`config.mk`:
```
export PLATFORM = sky130hd
export DESIGN_NAME = sip_sqrt_cell
export DESIGN_NICKNAME = d
export VERILOG_FILES = /design/src/rtl/segment_intersection_point_assert.svh /design/src/rtl/sip_sqrt_cell.sv
export SDC_FILE = /design/constraint.sdc
export NUM_CORES = 1
export LEC_CHECK = 0
export BUFFER_PORTS_ARGS = -buffer_cell sky130_fd_sc_hd__buf_4
export CAP_MARGIN = 5
export CORE_ASPECT_RATIO = 1.1
export CORE_MARGIN = 2
export CORE_UTILIZATION = 45
export DETAILED_ROUTE_END_ITERATION = 8
export GPL_TIMING_DRIVEN = 1
export MAX_ROUTING_LAYER = met4
export PLACE_DENSITY = 0.69
export SLEW_MARGIN = 20
export SYNTH_ARGS = -nofsm -noshare
export SYNTH_HDL_FRONTEND = slang
export SYNTH_SLANG_ARGS = --single-unit
export TNS_END_PERCENT = 50
```
`constraint.sdc`:
```
create_clock -name clock -period 7.4 [get_ports clock]
set_input_delay 1.11 -clock clock [delete_from_list [all_inputs] [get_ports clock]]
set_output_delay 1.11 -clock clock [all_outputs]
set_load 0.005 [all_outputs]
```
`src/rtl/segment_intersection_point_assert.svh`:
```
// ----------------------------------------------------------------------------
// Segment intersection point: assertion macros
// Concurrent assertion wrappers; they expand to nothing in synthesis.
// ----------------------------------------------------------------------------
`ifndef SEGMENT_INTERSECTION_POINT_ASSERT_SVH
`define SEGMENT_INTERSECTION_POINT_ASSERT_SVH
`ifndef SYNTHESIS
`define SIP_ASSERT_IMPLY(label, clk, rst, lhs, rhs) \
   label: assert property (@(posedge clk) disable iff (rst) (lhs) |-> (rhs)) \
      else $error("segment_intersection_point: assertion failed");
`define SIP_ASSERT_NEXT(label, clk, rst, lhs, rhs) \
   label: assert property (@(posedge clk) disable iff (rst) (lhs) |=> (rhs)) \
      else $error("segment_intersection_point: assertion failed");
`else
`define SIP_ASSERT_IMPLY(label, clk, rst, lhs, rhs)
`define SIP_ASSERT_NEXT(label, clk, rst, lhs, rhs)
`endif
`endif

```
`src/rtl/sip_sqrt_cell.sv`:
```
// ----------------------------------------------------------------------------
// Segment intersection point square-root cell
// One digit-by-digit step of the integer square root.
// ----------------------------------------------------------------------------
module sip_sqrt_cell #(
   parameter int BITS = 50,
   parameter int STEP = 0
) (
   input  logic            clock,
   input  logic            enable,
   input  logic [BITS-1:0] src_rad,
   input  logic [BITS-1:0] src_root,
   output logic [BITS-1:0] dst_rad,
   output logic [BITS-1:0] dst_root
);

   localparam logic [BITS-1:0] BIT_VAL = BITS'(1) << (2 * STEP);

   logic [BITS:0]   trial;
   logic            take;
   logic [BITS-1:0] rad_in;
   logic [BITS-1:0] root_in;
   logic [BITS-1:0] rad_ff;
   logic [BITS-1:0] root_ff;

   assign trial   = {1'b0, src_rad} - {1'b0, src_root + BIT_VAL};
   assign take    = !trial[BITS];
   assign rad_in  = take ? trial[BITS-1:0] : src_rad;
   assign root_in = take ? (src_root >> 1) + BIT_VAL : src_root >> 1;

   always_ff @(posedge clock) begin
      if (enable) begin
         rad_ff  <= rad_in;
         root_ff <= root_in;
      end
   end

   assign dst_rad  = rad_ff;
   assign dst_root = root_ff;

endmodule

```
==> flow_summary.ini <==
[yosys]
yosys_most_used_dff = edfxtp_1
avgSynthCellArea_um2 = 8.887
yosysTopAreaCellShare_pct = 35.42
yosysWarnings = 0
ys_types = 77
netlist_top_cells_area = edfxtp_1 35%, ha_1 7.7%, xnor2_1 7.4%
synth_edf_count = 100
yosysTopAreaCell = edfxtp_1
synth_cells = 954
ys_seq_area_share_pct = 35.42
syn_area_um2 = 8478
syn_nets = 1109
async_reset_ff_share_pct = 0
synth-seq-cells = 100

[routing]
viasPerCell = 5.793
totalWireLength_mm = 27.25
drtAntennaViolNets = 0
drt_iter0_drc = 727
vias = 7988
drtPass1Iterations = 5
drc = 0
wire_per_inst_um = 19.76

[grt]
grt_use_total_pct = 27.71
grt_overflow = 0
grt_pass1_vias = 7789
grt_max_degree = 70
grt_first_pass_wirelength_mm = 41.52
antenna_found_initial = 0

[min_path]
hold_start = src_rad[10]
worstHoldPathCells = 3
hold_end = dst_rad[10]
hp-class = primary input to register

[floorplanning]
die-area_um2 = 19960
die_w_um = 134.9
core_um2 = 18410
fp-row-count = 52
initial_utilization_pct = 46.05
io_pins = 202
die_h_um = 148.0

[final_layout]
layout.cells.most_common = buf_4
area_growth_pct = 23.33
nets = 1286
drive_gt1_share_pct = 21.13
num_antenna_cells = 0
final_cell_mix = 205 x buf_4, 100 x edfxtp_1, 99 x nor2_1

[placement]
routabilityCongestion = 0.9766
dp_worst_setup_slack_ns = 1.024
port_buffers = 201
dp_hpwl_mm = 21.72

[sta]
hold_violations = 0
fin_crit_sh_pct = 82.59
setup_slack_ns = 1.289
fin_setup_tns_ns = 0
max-slew-margin-rel_pct = 38.19
finalCriticalPeriod_ns = 6.111
worst_pin_slew_ns = 0.9038
rsz0062_at_grt = false
clock.fmax_ghz = 0.1636
finalMaxSlewViolations = 0
setup_viol = 0

[cts]
clockRootBuffer = clkbuf_16
clkTransAtPathRegs_ns = 0.08
cts.repair.resized = 0
cts_setup_buffers = 0
cts_buffers = 9
cts.sinks = 100
ctsHoldBuffers = 0
htreeDepth = 3
cts_tree = built
clockBufferDepth = 2

[worst_setup_path]
crit_path_max_fanout = 31
critPathCaptureType = register
crit_arrival_ns = 6.23
crit_path_start_kind = primary input
slowest_delay_ns = 0.54
worst_ep_required_time_ns = 7.52
critPathLaunch = src_root[1]
crit_top_cell = and4_1
slowest_stage = and4_1
cp_cell_sequence = buf_4 -> ha_1 -> and4_1 -> and4_1 -> and2b_1 -> nand4_1 -> nor2_1 -> nand2_1 -> xor2_1 -> ha_1 -> and4_1 -> and4_1 -> nand2_1 -> a211oi_2 -> or2_2 -> buf_4 -> nand4_1 -> xnor2_1
crit_type = primary input to register

[power_and_ir_drop]
vdd_drop_max_mv = 0.1471
p_leak_uw = 0.004202
p_total_uw = 1836
power.density_nw_per_um2 = 175.6

[flow_run]
drv_cap = 0

[status]
status = finished, final reports clean
## synthesized netlist by cell type, types with 2 or more instances
library cell,n
o21bai_1,4
and3_1,16
a31o_2,2
nand2b_1,7
or2_2,5
and4_1,10
buf_2,20
o31ai_1,5
nand3_1,46
buf_4,6
nor4b_1,2
and2b_1,2
xnor2_1,72
and2_1,9
o21a_1,3
inv_1,23
a41oi_1,2
nor3b_1,2
xor2_1,64
a211oi_1,6
a2111oi_0,3
a221o_1,2
nor2b_1,7
o2111ai_1,4
nand2_1,98
a21boi_0,6
nor3_1,22
nor2_1,99
nand4_1,24
o221ai_1,2
clkbuf_1,12
o21ai_0,37
ha_1,52
a31oi_1,6
edfxtp_1,100
nor4_1,10
o211ai_1,3
a311oi_1,2
or4_1,3
a21oi_1,91
a211o_1,6
a21o_1,20
or3_1,5
## cells by family after synthesis
logic type               share of synthesized area (%)
buffers and inverters                            3.438
adder cells (fa/ha/maj)                          7.910
AND/OR/NAND/NOR                                  21.37
XOR/XNOR                                         14.05
flip-flops                                       35.42
AO/OA/AOI/OAI                                    17.70
multiplexers                                    0.1181
## where the power goes
| part | switching [uW] | total (uW) | internal, uW |
|---|---|---|---|
| Combinational | 331 | 599 | 268 |
| Clock | 241 | 513 | 272 |
| Sequential | 19.9 | 724 | 704 |
## how the worst max path moves through the flow
| stage | end | slack, ns | cells past startpoint |
|---|---|---|---|
| after floorplan | dst_root[34] | 1.93 | 20 |
| after global placement | dst_root[34] | 1.09 | 18 |
| after detailed placement | dst_root[34] | 1.02 | 18 |
| after CTS | dst_root[34] | 1.40 | 18 |
| after global routing | dst_root[21] | 0.98 | 18 |
| final | dst_root[34] | 1.29 | 18 |
## critical path: cells and delay by family
| family | cells | cell delay, ns |
|---|---|---|
| AOI/OAI and AO/OA | 1 | 0.45 |
| xor gates and xnor gates | 2 | 0.32 |
| adders and majority gates | 2 | 0.87 |
| buffers and inverters | 2 | 0.50 |
| and+or+nand+nor | 11 | 2.93 |
## through the flow
stage	hold slack (ns)	area, um2	cells	util (%)
2_1_floorplan	1.223	8478	954	-
3_3_place_gp	1.399	10140	1363	55.08
3_5_place_dp	1.408	10140	1363	55.08
4_1_cts	1.041	10460	1379	56.79
5_1_grt	1.065	10460	1379	56.79
6_report	1.050	10460	1379	56.79
## registers in the layout (all words and copies together) (netlist names)
signal,flops
dst_root,50
dst_rad,50
## metal layers
layer,global-route usage [%],wire length [um]
met5,-,0
met4,8.158,767
met3,4.150,1867
met2,47.06,13580
met1,34.16,11040
## cell type report
| class | count | area (um2) |
|---|---|---|
| Clock buffer | 9 | 225.2 |
| Sequential cell | 100 | 3003 |
| Multi-Input combinational cell | 791 | 5189 |
| Fill cell | 1701 | 7956 |
| Inverter | 23 | 86.33 |
| Clock inverter | 7 | 90.09 |
| Timing Repair Buffer | 206 | 1559 |
| Tap cell | 243 | 304.0 |
Note: power is estimated with default switching activity, not from simulation.
