$ cat src/rtl/segment_intersection_point_assert.svh
// ----------------------------------------------------------------------------
// Segment intersection point: assertion macros
// Concurrent assertion wrappers; they expand to nothing in synthesis.
// ----------------------------------------------------------------------------
`ifndef SEGMENT_INTERSECTION_POINT_ASSERT_SVH
`define SEGMENT_INTERSECTION_POINT_ASSERT_SVH
`ifndef SYNTHESIS
`define SIP_ASSERT_IMPLY(label, clk, rst, lhs, rhs) \
   label: assert property (@(posedge clk) disable iff (rst) (lhs) |-> (rhs)) \
      else $error("segment_intersection_point: assertion failed");
`define SIP_ASSERT_NEXT(label, clk, rst, lhs, rhs) \
   label: assert property (@(posedge clk) disable iff (rst) (lhs) |=> (rhs)) \
      else $error("segment_intersection_point: assertion failed");
`else
`define SIP_ASSERT_IMPLY(label, clk, rst, lhs, rhs)
`define SIP_ASSERT_NEXT(label, clk, rst, lhs, rhs)
`endif
`endif

$ cat src/rtl/sip_div_cell.sv
// ----------------------------------------------------------------------------
// Segment intersection point divider cell
// One restoring step: retires one quotient bit and hands on the remainder.
// ----------------------------------------------------------------------------
module sip_div_cell #(
   parameter int REM_BITS  = 52,
   parameter int DIV_BITS  = 34,
   parameter int QUOT_BITS = 16,
   parameter int SHIFT     = 1
) (
   input  logic                 clock,
   input  logic                 enable,
   input  logic [REM_BITS-1:0]  src_rem,
   input  logic [DIV_BITS-1:0]  src_div,
   input  logic [QUOT_BITS-1:0] src_quot,
   output logic [REM_BITS-1:0]  dst_rem,
   output logic [DIV_BITS-1:0]  dst_div,
   output logic [QUOT_BITS-1:0] dst_quot
);

   logic [REM_BITS:0]    trial;
   logic                 take;
   logic [REM_BITS-1:0]  rem_in;
   logic [QUOT_BITS-1:0] quot_in;
   logic [REM_BITS-1:0]  rem_ff;
   logic [DIV_BITS-1:0]  div_ff;
   logic [QUOT_BITS-1:0] quot_ff;

   assign trial   = {1'b0, src_rem} - ({1'b0, REM_BITS'(src_div)} << SHIFT);
   assign take    = !trial[REM_BITS];
   assign rem_in  = take ? trial[REM_BITS-1:0] : src_rem;
   assign quot_in = {src_quot[QUOT_BITS-2:0], take};

   always_ff @(posedge clock) begin
      if (enable) begin
         rem_ff  <= rem_in;
         div_ff  <= src_div;
         quot_ff <= quot_in;
      end
   end

   assign dst_rem  = rem_ff;
   assign dst_div  = div_ff;
   assign dst_quot = quot_ff;

endmodule

$ cat config.mk
export PLATFORM = sky130hd
export DESIGN_NAME = sip_div_cell
export DESIGN_NICKNAME = d
export VERILOG_FILES = /design/src/rtl/segment_intersection_point_assert.svh /design/src/rtl/sip_div_cell.sv
export SDC_FILE = /design/constraint.sdc
export NUM_CORES = 1
export LEC_CHECK = 0
export BUFFER_PORTS_ARGS = -buffer_cell sky130_fd_sc_hd__buf_2
export CAP_MARGIN = 30
export CORE_UTILIZATION = 46
export DETAILED_ROUTE_END_ITERATION = 12
export PLACE_DENSITY = 0.8
export SETUP_SLACK_MARGIN = 0.3
export SYNTH_ARGS = -nofsm -noshare
export SYNTH_HDL_FRONTEND = slang
export SYNTH_SLANG_ARGS = --single-unit
$ cat constraint.sdc
create_clock -name clock -period 3 [get_ports clock]
set_input_delay 0.3 -clock clock [delete_from_list [all_inputs] [get_ports clock]]
set_output_delay 0.3 -clock clock [all_outputs]
set_load 0.02 [all_outputs]
==> results of run 1 <==
-- cell families (layout without fill, tap and decap cells) --
kind of cell,Yosys count,after routing,synth area share (%)
AND/OR/NAND/NOR,166,166,13.3
adder cells (fa/ha/maj),35,35,7.55
XOR/XNOR,47,47,6.97
AO/OA/AOI/OAI,148,148,15.8
multiplexers,1,1,0.191
flip-flops,102,102,51.9
other,0,1,0
buffers and inverters,65,297,4.28
-- flip-flops by register name (all words and copies together) (netlist names) --
register / count
dst_quot: 16
dst_rem: 52
dst_div: 34
-- synth_stat cells (3+ instances only) --
master	count
or2_2	3
inv_1	41
o21a_1	3
nor4_1	8
a211oi_1	3
edfxtp_1	102
nor3_1	6
o2111ai_1	5
xor2_1	21
o21ai_0	25
or3_1	4
a21boi_0	3
xnor2_1	26
a31oi_1	6
a21oi_1	61
a21o_1	14
clkbuf_1	16
ha_1	34
nand2_1	53
nand2b_1	3
buf_2	7
nand4_1	11
o21bai_1	5
nand3_1	9
nor2_1	54
-- per-stage QoR --
step | instances | hold slack, ps | total power (uW) | setup slack [ps]
after floorplan | 564 | 399 | 2490 | 221
after global placement | 947 | 477 | 2890 | -135
after detailed placement | 947 | 479 | 2910 | -165
after CTS | 966 | 110 | 4110 | 303
after global routing | 968 | 113 | 4310 | 156
final | 969 | 118 | 4130 | 306
-- layout make-up --
cell class,count,share of cell area [%]
multi-input cells,397,35.3
clock buffers,10,2.91
flip-flops and latches,102,38.9
clock inverters,6,0.906
repair buffers,239,17.0
inverters,42,2.19
well taps,172,2.73
diodes,1,0.0318
-- worst max-delay path by stage --
stage	startpoint	end	slack (ps)
2_1_floorplan	src_rem[1]	dst_rem[47]	220
3_3_place_gp	src_rem[1]	dst_rem[43]	-140
3_5_place_dp	src_rem[1]	dst_rem[39]	-160
4_1_cts	src_rem[1]	dst_rem[47]	300
5_1_grt	src_div[1]	dst_rem[47]	160
6_report	src_div[1]	dst_rem[47]	310
-- worst max-delay path, stage by stage --
cell and delay (ps):
buf_2 90, inv_1 70, ha_1 270, nor2b_2 160, o2111ai_2 170, a2111oi_4 370, nor2_1 120, o21ai_2 240
o211ai_2 140, and3_1 210, buf_4 190, a2111oi_4 340, xor2_1 120
-- per-layer routing --
layer | wire, um | vias to the layer above
li1 | - | 2514
met1 | 6600 | 2430
met2 | 7550 | 178
met3 | 991 | 24
met4 | 332 | 2
met5 | 12 | -
-- timing repair --
action	in CTS	in global routing
buffers inserted	3	2
pin swaps	4	6
setup endpoints to repair	10	38
resized for setup	2	22
-- power groups by stage --
stage | registers [uW] | clock network (uW) | logic, uW
6_report | 1800 | 1200 | 1130
2_1_floorplan | 2040 | 0 | 452
5_1_grt | 1810 | 1260 | 1230
3_3_place_gp | 1820 | 0 | 1070
4_1_cts | 1800 | 1220 | 1090
3_5_place_dp | 1830 | 0 | 1080
==> metrics.md, run 1 <==
| Metric | Value |
|---|---|
| Via count | `roughly 5,100` |
| DIE AREA | `~13,000 um2` |
| Root buf cell | `clkbuf_16` |
| Critical path class | `input pin to flop` |
| Mapped Nets | `between 700 and 800` |
| Sequential cell area | `~3000 um2` |
| Initial antenna violation count | `2` |
| Worst hold path type | `input pin to flop` |
| # fillers | `1,066` |
| Setup-failing EPs final | `0` |
| Pwr dens | `~520 nW/um2` |
| Hold Crit Start | `src_quot[10]` |
| Share of post-route cells with drive strength above 1 | `between 30% and 40%` |
| Vias in the first global route | `~4,800` |
| CP Capture Type | `flop` |
| Critical Path AT | `2790 ps` |
| Max-Cap Viols | `0` |
| Placed cell area | `between 7000 and 8000 um2` |
| Total grt overflow | `0` |
| GP Congestion | `roughly 0.91` |
| Post-synth ARST share | `0%` |
| Multi-input gate area | `about 2800 um2` |
| Internal | `between 2000 and 3000 uW` |
| Number of enable flip-flop cells after synthesis | `just over 100` |
| Final hold viol count | `0` |
| Max VDD drop | `about 0.00025 V` |
| IO Port Bufs | `around 200` |
| I/O pin count | `206` |
| Logic pwr share | `~27%` |
| DP HPWL | `approximately 12 mm` |
| Reg power frac | `43.5%` |
| Wire length per cell | `between 15 and 20 um` |
| Synth area leaders | `edfxtp_1 52%, ha_1 7.2%, a21oi_1 5.2%` |
| Worst-case clock buffer depth | `2` |
| DRC violation count after routing | `0` |
| Total GRT Usage | `between 20 and 25%` |
| Part of the power in the clock network | `between 20 and 30%` |
| Largest net degree at the start of global routing | `67` |
| Yosys warnings | `0` |
| Reg clk slew, reported paths | `~60 ps` |
| H-Tree Level Count | `3` |
| GRT Max-Usage Layer | `met2` |
| Hold path depth | `1` |
| Min Tclk post-route | `2690 ps` |
| Post-Syn Instances | `approximately 560` |
| Max-slew violations | `0` |
| Fin nets | `between 900 and 1,000` |
| Post-synth cell types | `just under 60` |
| Core Area | `roughly 13,000 um2` |
| Period utilization | `roughly nine tenths` |
| Startpoint types | `input pin` |
| Req. time, crit path | `3100 ps` |
| Total wire length | `15.5 mm` |
| Rel. slew slack | `between 40% and 50%` |
| Die span in x | `approximately 120 um` |
| Rows | `41` |
| Syn-to-layout area delta | `33.3%` |
| Most frequent cells in the layout | `201 x buf_2, 102 x edfxtp_1, 58 x a21oi_1` |
| Final instance area | `between 7000 and 8000 um2` |
| Hold endpoint | `dst_quot[11]` |
| RSZ-0062 raised after global routing | `true` |
| Post-synthesis cell area | `roughly 5900 um2` |
| Commonest non-fill, non-tap cell in the layout | `buf_2` |
| NetSw | `~1300 uW` |
| Met3 Use GR | `under 10%` |
| #FFs+latches synth | `102` |
| Via density | `5.31` |
| Antenna-violating nets left | `0` |
| CTS sink count | `a little over 100` |
| Die Span Y | `around 120 um` |
| CTS buffer count | `9` |
| Initial Utilization | `a little under half` |
| FMAX | `roughly 370 MHz` |
| Leak | `0.00340 uW` |
| Sequential fraction of the synthesis area | `roughly 52%` |
| Utilization after layout | `62.6%` |
| Initial DRC Count | `about 370` |
| First-pass GRT wire length | `roughly 23 mm` |
| Met2 Use GR | `around two fifths` |
| Avg Inst Size Synth | `approximately 10 um2` |
| Top-area cell type share of the netlist area | `slightly above 50%` |
| Switching Share | `between 30% and 40%` |
| Leading area contributor after synthesis | `edfxtp_1` |
| Outcome | `finished clean` |
| CTS tree | `yes` |
| Post-synth top flop | `edfxtp_1` |
| Fin Setup TNS | `0 ps` |
| GRT met1 Usage | `around 30%` |
| Worst Tran Pin Value | `about 800 ps` |
| CTS Hold Bufs | `0` |
| 1st-pass router iterations | `4` |
| Critical path peak fanout | `5` |
Power figures use the tool's default switching activity.
==> inputs of run 2 (changes only) <==
Settings changed: CELL_PAD_IN_SITES_DETAIL_PLACEMENT set to 1, CELL_PAD_IN_SITES_GLOBAL_PLACEMENT set to 2, CORE_UTILIZATION 46 to 28, PLACE_DENSITY 0.8 to 0.81.
==> metrics.md, run 2 (same netlist as run 1, synthesis figures left out) <==
| Metric | Value |
|---|---|
| Outcome | `finished clean` |
| Commonest non-fill, non-tap cell in the layout | `buf_2` |
| DP HPWL | `roughly 14 mm` |
| RSZ-0062 raised after global routing | `true` |
| Pwr dens | `~500 nW/um2` |
| Total GRT Usage | `16.8%` |
| Root buf cell | `clkbuf_16` |
| Worst hold path type | `input pin to flop` |
| CP max stage cell | `o21ai_4` |
| CTS buffer count | `9` |
| Total grt overflow | `0` |
| Largest net degree at the start of global routing | `47` |
| # fillers | `roughly 2,400` |
| Antenna-violating nets left | `0` |
| CP Capture Type | `flop` |
| Setup-failing EPs final | `0` |
| Sequential cell area | `between 3000 and 4000 um2` |
| Die Span Y | `around 150 um` |
| IO Port Bufs | `between 200 and 250` |
| 1st-pass router iterations | `4` |
| DIE AREA | `21,700 um2` |
| Power Total | `approximately 4100 uW` |
| Critical path class | `input pin to flop` |
| First-pass GRT wire length | `between 20 and 30 mm` |
| Initial antenna violation count | `0` |
| Worst-case clock buffer depth | `2` |
| Initial DRC Count | `approximately 310` |
| Diodes inserted | `0` |
| CP Cell Sequence | `buf_2 > ha_4 > inv_2 > fa_2 > a211oi_2 > o21ai_2 > o211ai_1 > buf_4 > o211a_4 > o2bb2ai_4 > o31a_1 > o21ai_4 > buf_4 > a211oi_2 > xor2_1` |
| Wire length per cell | `between 15 and 20 um` |
| Critical path peak fanout | `6` |
| Min Tclk post-route | `between 2000 and 3000 ps` |
| Fin Setup TNS | `0 ps` |
| Max-slew violations | `0` |
| Max VDD drop | `around 0.00025 V` |
| Most frequent cells in the layout | `202 x buf_2, 102 x edfxtp_1, 59 x a21oi_1` |
| Worst Tran Pin Value | `between 700 and 800 ps` |
| Fin nets | `around 950` |
| Worst path max stage delay | `350 ps` |
| Max FFs per register | `52` |
| Via density | `4.76` |
| Core Area | `between 20,000 and 25,000 um2` |
| CTS tree | `yes` |
| H-Tree Level Count | `3` |
| GP Congestion | `~0.8` |
| Rows | `52` |
| CTS sink count | `between 100 and 150` |
| Die span in x | `147 um` |
| Syn-to-layout area delta | `37.4%` |
| Share of post-route cells with drive strength above 1 | `a little under two fifths` |
| Startpoint types | `input pin` |
| FMAX | `369 MHz` |
| Initial Utilization | `between 20% and 30%` |
| Rel. slew slack | `between 50% and 60%` |
| Period utilization | `approximately 90%` |
| Vias in the first global route | `5,439` |
| CTS Hold Bufs | `0` |
| DRC violation count after routing | `0` |
| Via count | `5,157` |
| Reg clk slew, reported paths | `about 80 ps` |
| I/O pin count | `~200` |
| Final hold viol count | `0` |
| Total wire length | `18.3 mm` |
| Critical Path AT | `between 2000 and 3000 ps` |
| Max-Cap Viols | `0` |
| Leak | `approximately 0.0035 uW` |
| Req. time, crit path | `about 3100 ps` |
| Multi-input gate area | `between 2000 and 3000 um2` |
-- run 2: changes by cell type in the layout (fill, tap and decap cells not counted), sizes merged --
cell      before  now
bufinv         1    0
clkbuf        10    9
clkinvlp       4    3
clkinv         0    1
inv           43   45
buf          239  256
diode          1    0
-- run 2: cell type report --
| type | count | area share [%] |
|---|---|---|
| Clock buffer | 9 | 2.78 |
| Clock inverter | 7 | 0.802 |
| Inverter | 42 | 2.13 |
| Multi-Input combinational cell | 397 | 34.3 |
| Sequential cell | 102 | 37.8 |
| Tap cell | 270 | 4.16 |
| Timing Repair Buffer | 256 | 18.1 |
-- run 2: path summary, 6_finish.rpt --
| path | start | endpoint | slack (ps) | cells past startpoint |
|---|---|---|---|---|
| worst max-delay path | src_div[0] | dst_rem[51] | 290 | 15 |
| worst min-delay path | src_quot[4] | dst_quot[5] | 120 | 1 |
-- run 2: timing repair --
action                                  in CTS  in global routing
resized for setup                            5                 21
pin swaps                                    5                 11
endpoints found under the hold margin        0                  0
buffers inserted                             2                  3
endpoints found under the setup margin      10                 24
-- run 2: worst max-delay path, delay by kind of cell --
family,cells,cell delay (ps)
buffers and inverters,4,520
xor gates and xnor gates,1,160
AOI/OAI and AO/OA,8,1460
adders and majority gates,2,360
-- run 2: per-layer routing --
metal	global-route usage, %	wire length, um	vias to the layer above
li1	-	-	2542
met1	22.3	8290	2464
met2	27.5	8690	142
met3	3.88	1070	9
met4	4.43	207	0
met5	0	0	-
-- run 2: through the flow --
stage	instance area (um2)	util, %	std cells	hold slack (ps)	setup slack [ps]
after floorplan	6000	-	564	399	221
after global placement	7650	37.5	1062	477	-143
after detailed placement	7650	37.5	1062	479	-198
after CTS	7990	39.1	1080	103	279
after global routing	8110	39.7	1083	99.6	205
final	8110	39.7	1083	120	292
-- run 2: where the power goes --
group          internal [uW]  switching [uW]  total, uW
clock                    583             594       1180
combinational            464             712       1180
sequential              1760            34.5       1790
