<file path="config.mk">
export PLATFORM = sky130hd
export DESIGN_NAME = sip_cordic_cell
export DESIGN_NICKNAME = d
export VERILOG_FILES = /design/src/rtl/segment_intersection_point_assert.svh /design/src/rtl/sip_pkg.sv /design/src/rtl/sip_cordic_cell.sv
export SDC_FILE = /design/constraint.sdc
export NUM_CORES = 1
export LEC_CHECK = 0
export ABC_CLOCK_PERIOD_IN_PS = 7000
export BUFFER_PORTS_ARGS = -buffer_cell sky130_fd_sc_hd__clkbuf_2
export CORE_UTILIZATION = 45
export CTS_BUF_LIST = sky130_fd_sc_hd__clkbuf_8 sky130_fd_sc_hd__clkbuf_16
export CTS_CLUSTER_DIAMETER = 80
export DETAILED_ROUTE_END_ITERATION = 8
export GPL_TIMING_DRIVEN = 0
export MAX_ROUTING_LAYER = met4
export PLACE_DENSITY = 0.69
export REMOVE_ABC_BUFFERS = 1
export SLEW_MARGIN = 40
export SYNTH_ARGS = -nofsm -noshare
export SYNTH_HDL_FRONTEND = slang
export SYNTH_SLANG_ARGS = --single-unit
export TNS_END_PERCENT = 1
</file>
<file path="constraint.sdc">
create_clock -name clock -period 7 [get_ports clock]
set_input_delay 0.35 -clock clock [delete_from_list [all_inputs] [get_ports clock]]
set_output_delay 0.35 -clock clock [all_outputs]
set_load 0.005 [all_outputs]
</file>
<file path="src/rtl/segment_intersection_point_assert.svh">
// ----------------------------------------------------------------------------
// Segment intersection point: assertion macros
// Concurrent assertion wrappers; they expand to nothing in synthesis.
// ----------------------------------------------------------------------------
`ifndef SEGMENT_INTERSECTION_POINT_ASSERT_SVH
`define SEGMENT_INTERSECTION_POINT_ASSERT_SVH
`ifndef SYNTHESIS
`define SIP_ASSERT_IMPLY(label, clk, rst, lhs, rhs) \
   label: assert property (@(posedge clk) disable iff (rst) (lhs) |-> (rhs)) \
      else $error("segment_intersection_point: assertion failed");
`define SIP_ASSERT_NEXT(label, clk, rst, lhs, rhs) \
   label: assert property (@(posedge clk) disable iff (rst) (lhs) |=> (rhs)) \
      else $error("segment_intersection_point: assertion failed");
`else
`define SIP_ASSERT_IMPLY(label, clk, rst, lhs, rhs)
`define SIP_ASSERT_NEXT(label, clk, rst, lhs, rhs)
`endif
`endif

</file>
<file path="src/rtl/sip_pkg.sv">
// ----------------------------------------------------------------------------
// Segment intersection point package
// Angle format, CORDIC arctangent table and fixed scaling constants.
// ----------------------------------------------------------------------------
package sip_pkg;

   typedef logic [31:0] atan_type;

   localparam int HEAD_BITS       = 16;
   localparam int ANGLE_BITS      = 34;
   localparam int ATAN_COUNT      = 32;
   localparam int CORDIC_PRESCALE = 14;
   localparam int SQRT_PRESHIFT   = 16;
   localparam int DIST_SHIFT      = 8;

   localparam logic signed [ANGLE_BITS-1:0] QUARTER_TURN = 34'sh0_4000_0000;
   localparam logic signed [ANGLE_BITS-1:0] HEAD_ROUND   = 34'sh0_0000_8000;

   // arctan(2^-i), 2^31 = pi
   localparam atan_type ATAN_TAB [ATAN_COUNT] = '{
      32'h20000000, 32'h12E4051E, 32'h09FB385B, 32'h051111D4, 32'h028B0D43,
      32'h0145D7E1, 32'h00A2F61E, 32'h00517C55, 32'h0028BE53, 32'h00145F2E,
      32'h000A2F98, 32'h000517CC, 32'h00028BE6, 32'h000145F3, 32'h0000A2F9,
      32'h0000517C, 32'h000028BE, 32'h0000145F, 32'h00000A2F, 32'h00000517,
      32'h0000028B, 32'h00000145, 32'h000000A2, 32'h00000051, 32'h00000028,
      32'h00000014, 32'h0000000A, 32'h00000005, 32'h00000002, 32'h00000001,
      32'h00000000, 32'h00000000
   };

endpackage

</file>
<file path="src/rtl/sip_cordic_cell.sv">
// ----------------------------------------------------------------------------
// Segment intersection point CORDIC cell
// One vectoring micro-rotation that drives y toward zero.
// ----------------------------------------------------------------------------
module sip_cordic_cell #(
   parameter int XW  = 33,
   parameter int IDX = 0
) (
   input  logic                                 clock,
   input  logic                                 enable,
   input  logic signed [XW-1:0]                 src_x,
   input  logic signed [XW-1:0]                 src_y,
   input  logic signed [sip_pkg::ANGLE_BITS-1:0] src_z,
   output logic signed [XW-1:0]                 dst_x,
   output logic signed [XW-1:0]                 dst_y,
   output logic signed [sip_pkg::ANGLE_BITS-1:0] dst_z
);
   import sip_pkg::*;

   logic signed [ANGLE_BITS-1:0] step_ang;
   logic signed [XW-1:0]         x_sh;
   logic signed [XW-1:0]         y_sh;
   logic signed [XW-1:0]         x_in;
   logic signed [XW-1:0]         y_in;
   logic signed [ANGLE_BITS-1:0] z_in;
   logic signed [XW-1:0]         x_ff;
   logic signed [XW-1:0]         y_ff;
   logic signed [ANGLE_BITS-1:0] z_ff;

   assign step_ang = ANGLE_BITS'(signed'({1'b0, ATAN_TAB[IDX]}));
   assign x_sh     = src_x >>> IDX;
   assign y_sh     = src_y >>> IDX;

   always_comb begin
      if (!src_y[XW-1]) begin
         x_in = src_x + y_sh;
         y_in = src_y - x_sh;
         z_in = src_z + step_ang;
      end else begin
         x_in = src_x - y_sh;
         y_in = src_y + x_sh;
         z_in = src_z - step_ang;
      end
   end

   always_ff @(posedge clock) begin
      if (enable) begin
         x_ff <= x_in;
         y_ff <= y_in;
         z_ff <= z_in;
      end
   end

   assign dst_x = x_ff;
   assign dst_y = y_ff;
   assign dst_z = z_ff;

endmodule

</file>
==> key figures, run 1 <==
Placement
  – Post-DP HPWL: around 18,000 µm
  – Area after DPL: ~10000 µm²
  – # port buffers: roughly 200
  – Gpl congestion: 0.971

Synth
  – Register area share after synthesis: between 30% and 40%
  – Synth Warn #: 0
  – FFs w/ async S/R, synth: 0%
  – Post-synth EDFFs: 99
  – Syn Area/Cell: 9.11 µm²
  – Synth cell types: 80
  – Most used DFF post-synth: edfxtp_1
  – Synthesized area: ~8800 µm²
  – Seq cells post-synth: slightly below 100
  – Mapped Cells: between 900 and 1,000

Timing
  – Worst slew margin: about half
  – Final Critical Period: about 3500 ps
  – Final setup viols: 0
  – Pins Over Slew Limit: 0
  – Hold Slack: between 150 and 200 ps
  – Final hold violation count: 0
  – RSZ-0062 raised after global routing: no
  – Least-Margin Pin Slew: roughly 740 ps
  – Final cycle utilization of the critical path: between 40% and 50%
  – Fmax: 287 MHz
  – Setup_tns: 0 ps

Floorplan
  – Core area: approximately 19,000 µm²
  – Rows: 50
  – Die ar.: between 20,000 and 25,000 µm²
  – Chip Height: approximately 140 µm
  – Starting Density: approximately 46%
  – Die X-Extent: about 140 µm
  – Number of I/O pins: 202

Detailed routing
  – Initial drt markers: between 800 and 900
  – Vias: around 7,800
  – Routed vias/inst: around 5.6
  – Wire per inst: 16.9 µm
  – Final wirelength: roughly 24,000 µm
  – DR pass1 iterations: 6
  – Drc violations: 0
  – Final antenna-violating net count: 0

Clock network
  – # Post-CTS Setup Buffers: 0
  – Htree depth: 3
  – Total CTS buffers: 9
  – CTS tree: built
  – Maximum root-to-sink buffer count: 2
  – Clock Pin Slew Worst Setup and Hold Paths: roughly 70 ps
  – Post-cts sizing count: 0
  – Root Buffer: clkbuf_16
  – CTS Hold Bufs: 0
  – # clock sinks: 99

Setup path
  – Critical path peak fanout: 5
  – Setup Crit Path Kind: in2reg
  – Worst Setup Start Kind: input pin
  – CP Capture Type: register
  – Critical Path, Cell by Cell: clkbuf_2 -> inv_1 -> ha_1 -> nand2b_1 -> a221oi_1 -> nand2b_1 -> a21oi_1 -> o311ai_1 -> a41oi_1 -> o31ai_1 -> a221oi_1 -> xnor2_1
  – Worst EP arrival: 3570 ps
  – Slowest cell on crit path: o311ai_1
  – CP peak stage delay: about 530 ps
  – CP required: ~7100 ps

Run
  – Total of max-cap violations: 0

Worst hold path
  – Min-Delay Endpoint: dst_z[10]$_DFFE_PP_
  – WHS Path Cells: 1
  – HP Class: in2reg
  – Hold_sp: src_z[10]

Layout
  – Core Util, Final: a little over half
  – Layout area overhead: 16.1%
  – Final Net Count: about 1,300
  – Final instance area: 10,200 µm²
  – Layout cell share with drive strength beyond 1: 21.9%
  – Antenna cell count: 0

Status
  – Outcome: complete, no violations

Global routing
  – First-pass GRT wire length: 36,800 µm
  – Remaining global-route overflow: 0
  – Vias in the first global route: between 7,000 and 8,000
  – Largest net degree at the start of global routing: between 80 and 90
  – Initial antenna violation count: 0
  – GRT Total Usage: between 20% and 30%

Power
  – Leakage Power: between 4 and 5 nW
  – VDD IR-drop max: approximately 110 µV
  – Cell Pwr Density: 195 nW/µm²
  – Overall power: 1.99 mW
[state kept, by name, indices dropped and copies added, names as in the netlist]
| signal | count |
|---|---|
| dst_z | 34 |
| dst_x | 33 |
| dst_y | 32 |
[per-layer routing]
layer,up-vias,global-route usage (%),wire (µm)
met5,-,-,0
met4,0,7.02,393
met3,29,2.90,1640
met2,316,39.2,11100
met1,3623,31.3,10500
li1,3790,-,-
[worst max-delay path: cells and delay by family]
kind | cells | cell delay, ps
buf+inv | 2 | 260
fa+ha+maj | 1 | 320
simple gates | 2 | 360
xor+xnor | 1 | 180
compound gates | 6 | 2110
[cell usage in the layout, fill, tap and decap left out, types with 7 or more instances in the layout]
cell,n
clkbuf_2,199
a21oi_1,112
inv_1,100
ha_1,99
edfxtp_1,99
nor2_1,84
o21ai_0,60
xnor2_1,59
nand2_1,41
a21o_1,20
o21bai_1,20
nor3_1,19
a211oi_1,15
o31ai_1,14
mux2i_1,14
nand3_1,10
nor2b_1,10
clkbuf_16,9
nand2b_1,8
o211ai_1,7
o21a_1,7
[worst max-delay path by stage]
stage | from | endpoint | cells after the start
after global routing | src_x[5] | dst_y[32]$_DFFE_PP_ | 12
final | src_x[1] | dst_y[29]$_DFFE_PP_ | 12
after global placement | src_y[32] | dst_y[32]$_DFFE_PP_ | 6
after CTS | src_x[1] | dst_y[29]$_DFFE_PP_ | 12
after detailed placement | src_x[1] | dst_y[29]$_DFFE_PP_ | 12
after floorplan | src_x[0] | dst_y[30]$_DFFE_PP_ | 11
[cells in the mapped netlist (all sizes together), types with 4 or more instances]
master	number	area share, %
a2111oi	5	0.50
a211oi	15	1.3
a21o	21	1.8
a21oi	112	6.4
a31oi	7	0.67
and2	5	0.36
and3	5	0.39
buf	14	1.0
clkbuf	30	2.1
clkinv	5	0.21
edfxtp	99	34
fa	4	0.91
ha	99	14
inv	102	4.4
mux2i	14	1.6
nand2	41	1.8
nand2b	8	0.57
nand3	10	0.57
nand4	5	0.36
nor2	84	3.6
nor2b	11	0.81
nor3	19	1.1
nor4	7	0.57
o211ai	8	0.74
o21a	7	0.60
o21ai	63	3.6
o21bai	20	1.7
o221ai	4	0.47
o31a	4	0.41
o31ai	14	1.2
or2	4	0.29
or3	6	0.43
xnor2	59	5.9
xor2	4	0.40
[logic make-up after synthesis]
kind of cell             synth area share, %
AO/OA/AOI/OAI                           23.7
XOR/XNOR                                6.29
adder cells (fa/ha/maj)                 15.0
buffers and inverters                   7.68
flip-flops                              33.9
multiplexers                            1.60
AND/OR/NAND/NOR                         11.8
[where the power goes]
part           internal [mW]  total [mW]  switching [mW]
Combinational          0.278       0.680           0.402
Sequential             0.763       0.786          0.0221
Clock                  0.282       0.520           0.239
Total                   1.32        1.99           0.663
[area by class of cell]
| cell class | count | area, µm² |
|---|---|---|
| flip-flops and latches | 99 | 2970 |
| inverters | 107 | 404 |
| fillers | 1818 | 8710 |
| clock inverters | 7 | 77.6 |
| clock buffers | 9 | 225 |
| multi-input cells | 713 | 5120 |
| well taps | 260 | 325 |
| repair buffers | 202 | 1050 |
[through the flow]
stage / instances / setup slack (ps)
4_1_cts: 1397 / 3660
6_report: 1397 / 3520
3_3_place_gp: 1380 / 2250
2_1_floorplan: 919 / 4030
5_1_grt: 1397 / 3420
3_5_place_dp: 1381 / 3300
No activity file was read; power rests on OpenSTA's default activity.
==> run 2: changes to the inputs <==
--- a/config.mk
+++ b/config.mk
@@ -5,7 +5,7 @@
 export SDC_FILE = /design/constraint.sdc
 export NUM_CORES = 1
 export LEC_CHECK = 0
-export ABC_CLOCK_PERIOD_IN_PS = 7000
+export ABC_CLOCK_PERIOD_IN_PS = 3600
 export BUFFER_PORTS_ARGS = -buffer_cell sky130_fd_sc_hd__clkbuf_2
 export CORE_UTILIZATION = 45
 export CTS_BUF_LIST = sky130_fd_sc_hd__clkbuf_8 sky130_fd_sc_hd__clkbuf_16
==> constraint.sdc (replaced) <==
create_clock -name clock -period 3.6 [get_ports clock]
set_input_delay 0.18 -clock clock [delete_from_list [all_inputs] [get_ports clock]]
set_output_delay 0.18 -clock clock [all_outputs]
set_load 0.005 [all_outputs]
==> run 2 against run 1 <==
Non-clock buffer count up 10. Worst hold slack worse by 170 ps. Global-route usage up 0.11 points. Via count up 1.3%. Clock power up 96%. Count of clock-buffer cells in the layout unchanged. Power up 95%. Flip-flop and latch count unchanged. Worst setup slack worse by 3200 ps. Sequential share of layout area down 0.28 points. Critical path type unchanged.
==> key figures, run 2 (synthesis results as in run 1) <==
Clock network
  – CTS tree: built
  – Post-cts sizing count: 0
  – Total CTS buffers: 9
  – Clock Pin Slew Worst Setup and Hold Paths: about 70 ps
  – CTS Hold Bufs: 8
  – Root Buffer: clkbuf_16
  – Htree depth: 3
  – # Post-CTS Setup Buffers: 0
  – # clock sinks: 99
  – Maximum root-to-sink buffer count: 2

Timing
  – Final hold violation count: 0
  – Final cycle utilization of the critical path: between 90 and 100%
  – Worst slew margin: approximately 46%
  – Fmax: 305 MHz
  – Least-Margin Pin Slew: between 700 and 800 ps
  – Setup_tns: 0 ps
  – Pins Over Slew Limit: 0
  – Final Critical Period: between 3000 and 4000 ps
  – Final setup viols: 0
  – Final setup margin: 325 ps
  – RSZ-0062 raised after global routing: no

Placement
  – Area after DPL: 9880 µm²
  – Worst slack at placement: a little over 70 ps
  – Gpl congestion: roughly 0.97
  – # port buffers: 201
  – Post-DP HPWL: 18,300 µm

Setup path
  – CP required: between 3000 and 4000 ps
  – Worst Setup Start Kind: input pin
  – Worst EP arrival: approximately 3400 ps
  – Critical Path, Cell by Cell: clkbuf_2 -> inv_1 -> ha_1 -> nand2b_1 -> a221oi_1 -> nand2b_1 -> a21oi_1 -> o311ai_1 -> a41oi_1 -> o31ai_1 -> a221oi_1 -> xnor2_1
  – Critical path peak fanout: 5
  – Slowest cell on crit path: o311ai_1
  – CP peak stage delay: approximately 520 ps
  – Setup Crit Path Kind: in2reg
  – CP Capture Type: register

Detailed routing
  – Routed vias/inst: approximately 5.6
  – Initial drt markers: between 700 and 800
  – Vias: approximately 7,900
  – Drc violations: 0
  – Wire per inst: 17.0 µm
  – Final antenna-violating net count: 0
  – DR pass1 iterations: 5
  – Final wirelength: 23,900 µm

Layout
  – Commonest non-fill, non-tap cell in the layout: clkbuf_2
  – Commonest cells after routing, fill and taps aside: clkbuf_2, a21oi_1, inv_1
  – Layout area overhead: 17.2%
  – Layout cell share with drive strength beyond 1: around 22%
  – Antenna cell count: 0
  – Final instance area: between 10,000 and 15,000 µm²
  – Final Net Count: 1,347
  – Max reg flops: 34

Floorplan
  – Core area: 18,900 µm²
  – Die ar.: 20,000 µm²
  – Rows: 50
  – Starting Density: between 40 and 50%
  – Chip Height: 142 µm
  – Number of I/O pins: just over 200
  – Die X-Extent: roughly 140 µm

Power
  – Leakage Power: between 4 and 5 nW
  – Overall power: around 3.9 mW
  – Cell Pwr Density: approximately 380 nW/µm²
  – VDD IR-drop max: 210 µV

Worst hold path
  – Hold_sp: src_z[12]
  – WHS Path Cells: 1
  – HP Class: in2reg
  – Min-Delay Endpoint: dst_z[12]$_DFFE_PP_

Global routing
  – GRT Total Usage: around a quarter
  – Vias in the first global route: between 7,000 and 8,000
  – Global Route met1 Usage: about a third
  – Remaining global-route overflow: 0
  – Largest net degree at the start of global routing: 85
  – Met3 Track Usage GR: 2.80%
  – GR Util met2: between 30% and 40%
  – GRT busiest layer: met2
  – First-pass GRT wire length: 37,000 µm
  – Initial antenna violation count: 0

Run
  – Total of max-cap violations: 0

Status
  – Outcome: complete, no violations
==> run 2: cell types whose count changed in the layout (fill, tap and decap cells not counted) <==
cell / before / now
dlygate4sd3_1: 0 / 10
==> run 2: report_power, final <==
part           switching [mW]  leakage (nW)  internal (mW)
registers              0.0434         0.969           1.48
logic                   0.785          3.50          0.547
clock network           0.469         0.151          0.547
==> run 2: how the worst max path moves through the flow <==
| stage | end | startpoint | slack, ps | cells after the start |
|---|---|---|---|---|
| floorplan | dst_y[30]$_DFFE_PP_ | src_x[0] | 800 | 11 |
| CTS | dst_y[29]$_DFFE_PP_ | src_x[1] | 430 | 12 |
| finish | dst_y[29]$_DFFE_PP_ | src_x[1] | 320 | 12 |
| global route | dst_y[32]$_DFFE_PP_ | src_x[5] | 190 | 12 |
| global placement | dst_y[32]$_DFFE_PP_ | src_y[32] | -980 | 6 |
| detailed placement | dst_y[29]$_DFFE_PP_ | src_x[1] | 70 | 12 |
==> run 2: final cells by class <==
| class | count | area (µm²) |
|---|---|---|
| clock inverter | 7 | 77.6 |
| sequential | 99 | 2970 |
| fill | 1812 | 8610 |
| clock buffer | 9 | 225 |
| tap | 260 | 325 |
| inverter | 107 | 404 |
| multi-input combinational | 713 | 5120 |
| timing repair buffer | 212 | 1150 |
==> run 2: worst max-delay path: cells and delay by family <==
family	cells	cell delay (ps)
buf+inv	2	260
fa+ha+maj	1	320
compound gates	6	2050
xor+xnor	1	180
simple gates	2	360
==> run 2: per-layer routing <==
metal,share of wire [%],up-vias
met5,0,-
met4,1.6,0
met3,6.9,32
met2,47,356
met1,44,3659
li1,-,3808
==> run 2: through the flow <==
step                hold WS [ps]  cells  utilization, %
finish                      9.82   1407            54.4
global route                1.51   1407            54.4
CTS                       0.0803   1405            54.3
detailed placement           359   1381            52.3
global placement             356   1380            52.0
floorplan                    279    919               -
==> run 3: changes to the inputs <==
--- a/config.mk
+++ b/config.mk
@@ -13,7 +13,7 @@
 export DETAILED_ROUTE_END_ITERATION = 8
 export GPL_TIMING_DRIVEN = 0
 export MAX_ROUTING_LAYER = met4
-export PLACE_DENSITY = 0.69
+export PLACE_DENSITY_LB_ADDON = 0.3
 export REMOVE_ABC_BUFFERS = 1
 export SLEW_MARGIN = 40
 export SYNTH_ARGS = -nofsm -noshare
==> run 3 against run 2 <==
Sequential share of layout area down 0.16 points. Count of clock-buffer cells in the layout unchanged. Worst setup slack worse by 95 ps. Design area up 0.56%. Final cell count up 0.28%. First-iteration DRC count down 30%. Routed wire length up 0.40%. Critical path type unchanged.
==> key figures, run 3 (synthesis results as in run 1) <==
Layout
  – Max reg flops: 34
  – Layout area overhead: 17.9%
  – Commonest cells after routing, fill and taps aside: clkbuf_2, a21oi_1, inv_1, ha_1, edfxtp_1
  – Non-Filler Instances: roughly 1,400
  – Final instance area: 10,300 µm²
  – Antenna cell count: 0
  – Commonest non-fill, non-tap cell in the layout: clkbuf_2
  – Fillers: 1,771
  – Core Util, Final: between 50% and 60%
  – Layout cell share with drive strength beyond 1: between 20% and 30%
  – Final Net Count: between 1,000 and 1,500

Detailed routing
  – Wire per inst: 17.0 µm
  – Drc violations: 0
  – Initial drt markers: roughly 530
  – Final antenna-violating net count: 0
  – Vias: around 7,800
  – Routed vias/inst: 5.56
  – DR pass1 iterations: 5
  – Final wirelength: 24,000 µm

Worst hold path
  – HP Class: in2reg

Timing
  – Final cycle utilization of the critical path: about 94%
  – RSZ-0062 raised after global routing: no
  – Final setup viols: 0
  – Setup_tns: 0 ps
  – Least-Margin Pin Slew: 799 ps
  – Pins Over Slew Limit: 0
  – Final hold violation count: 0
  – Hold Slack: 15.3 ps
  – Fmax: between 200 and 300 MHz
  – Final setup margin: 230 ps
  – Final Critical Period: around 3400 ps
  – Worst slew margin: approximately 45%

Floorplan
  – Die ar.: approximately 20,000 µm²
  – Chip Height: 142 µm
  – Starting Density: a little under half
  – Core area: about 19,000 µm²
  – Die X-Extent: 142 µm
  – Number of I/O pins: 202
  – Rows: 50

Power
  – Clock share of power: about a quarter
  – Leakage Power: 4.64 nW
  – Switching share of power: about 32%
  – Overall power: between 3 and 4 mW
  – Sequential Power Share: between 30% and 40%
  – Cell internal pwr: approximately 2.6 mW
  – VDD IR-drop max: 245 µV
  – Comb power frac: 34.0%
  – Cell Pwr Density: approximately 380 nW/µm²
  – Sw power: approximately 1.3 mW

Global routing
  – Initial antenna violation count: 0
  – Remaining global-route overflow: 0
  – First-pass GRT wire length: ~37,000 µm
  – GRT Total Usage: between 20% and 30%
  – Largest net degree at the start of global routing: 85
  – Vias in the first global route: between 7,000 and 8,000

Placement
  – # port buffers: 201
  – Post-DP HPWL: roughly 18,000 µm
  – Worst slack at placement: -4.76 ps
  – Placed cell count: roughly 1,400
  – Gpl congestion: ~0.91
  – Area after DPL: a little under 10,000 µm²

Setup path
  – Worst Setup Start Kind: input pin
  – Setup Crit Path Kind: in2reg
  – CP required: between 3000 and 4000 ps
  – Critical path peak fanout: 5
  – CP Capture Type: register
  – Worst EP arrival: between 3000 and 4000 ps

Clock network
  – Root Buffer: clkbuf_16
  – Total CTS buffers: 9
  – # clock sinks: 99
  – Clock Pin Slew Worst Setup and Hold Paths: roughly 60 ps
  – Maximum root-to-sink buffer count: 2
  – Htree depth: 3
  – CTS tree: built

Run
  – Total of max-cap violations: 0

Status
  – Outcome: complete, no violations
[run 3: changes by cell type in the layout (fill, tap and decap cells not counted), sizes merged]
| cell | previous run | this run |
|---|---|---|
| bufinv | 1 | 2 |
| inv | 105 | 104 |
| dlygate4sd3 | 10 | 15 |
| clkinvlp | 1 | 0 |
[run 3: final timing paths]
check	from	endpoint	slack [ps]	cells past startpoint
max	src_x[1]	dst_y[29]$_DFFE_PP_	230	12
min	src_z[16]	dst_z[16]$_DFFE_PP_	20	1
[run 3: area by class of cell]
cell class / count / area, µm² / share of cell area [%]
Clock inverter: 6 / 86.3 / 0.835
Sequential cell: 99 / 2970 / 28.8
Inverter: 107 / 404 / 3.91
Clock buffer: 9 / 225 / 2.18
Multi-Input combinational cell: 713 / 5120 / 49.6
Tap cell: 260 / 325 / 3.15
Timing Repair Buffer: 217 / 1200 / 11.6
[run 3: per-layer routing]
layer | share of wire, % | global-route usage (%)
met1 | 44 | 31.6
met2 | 47 | 39.6
met3 | 7.0 | 2.67
met4 | 1.8 | 7.41
met5 | 0 | -
[run 3: timing repair]
item                      in CTS  in global routing
buffers inserted               0                  0
hold buffers                  14                  1
gates resized for setup        0                  0
hold endpoints to repair      14                  1
[run 3: power groups by stage]
stage | Sequential [mW] | Combinational, mW | Clock [mW]
2_1_floorplan | 1.57 | 0.772 | 0
4_1_cts | 1.54 | 1.32 | 1.07
6_report | 1.53 | 1.33 | 1.04
3_5_place_dp | 1.56 | 1.30 | 0
3_3_place_gp | 1.56 | 1.28 | 0
5_1_grt | 1.55 | 1.45 | 1.11
[run 3: worst max-delay path, cell delays in order]
cell,delay [ps]
clkbuf_2,160
inv_1,100
ha_1,310
nand2b_1,160
a221oi_1,370
nand2b_1,200
a21oi_1,140
o311ai_1,550
a41oi_1,400
o31ai_1,540
a221oi_1,180
xnor2_1,180
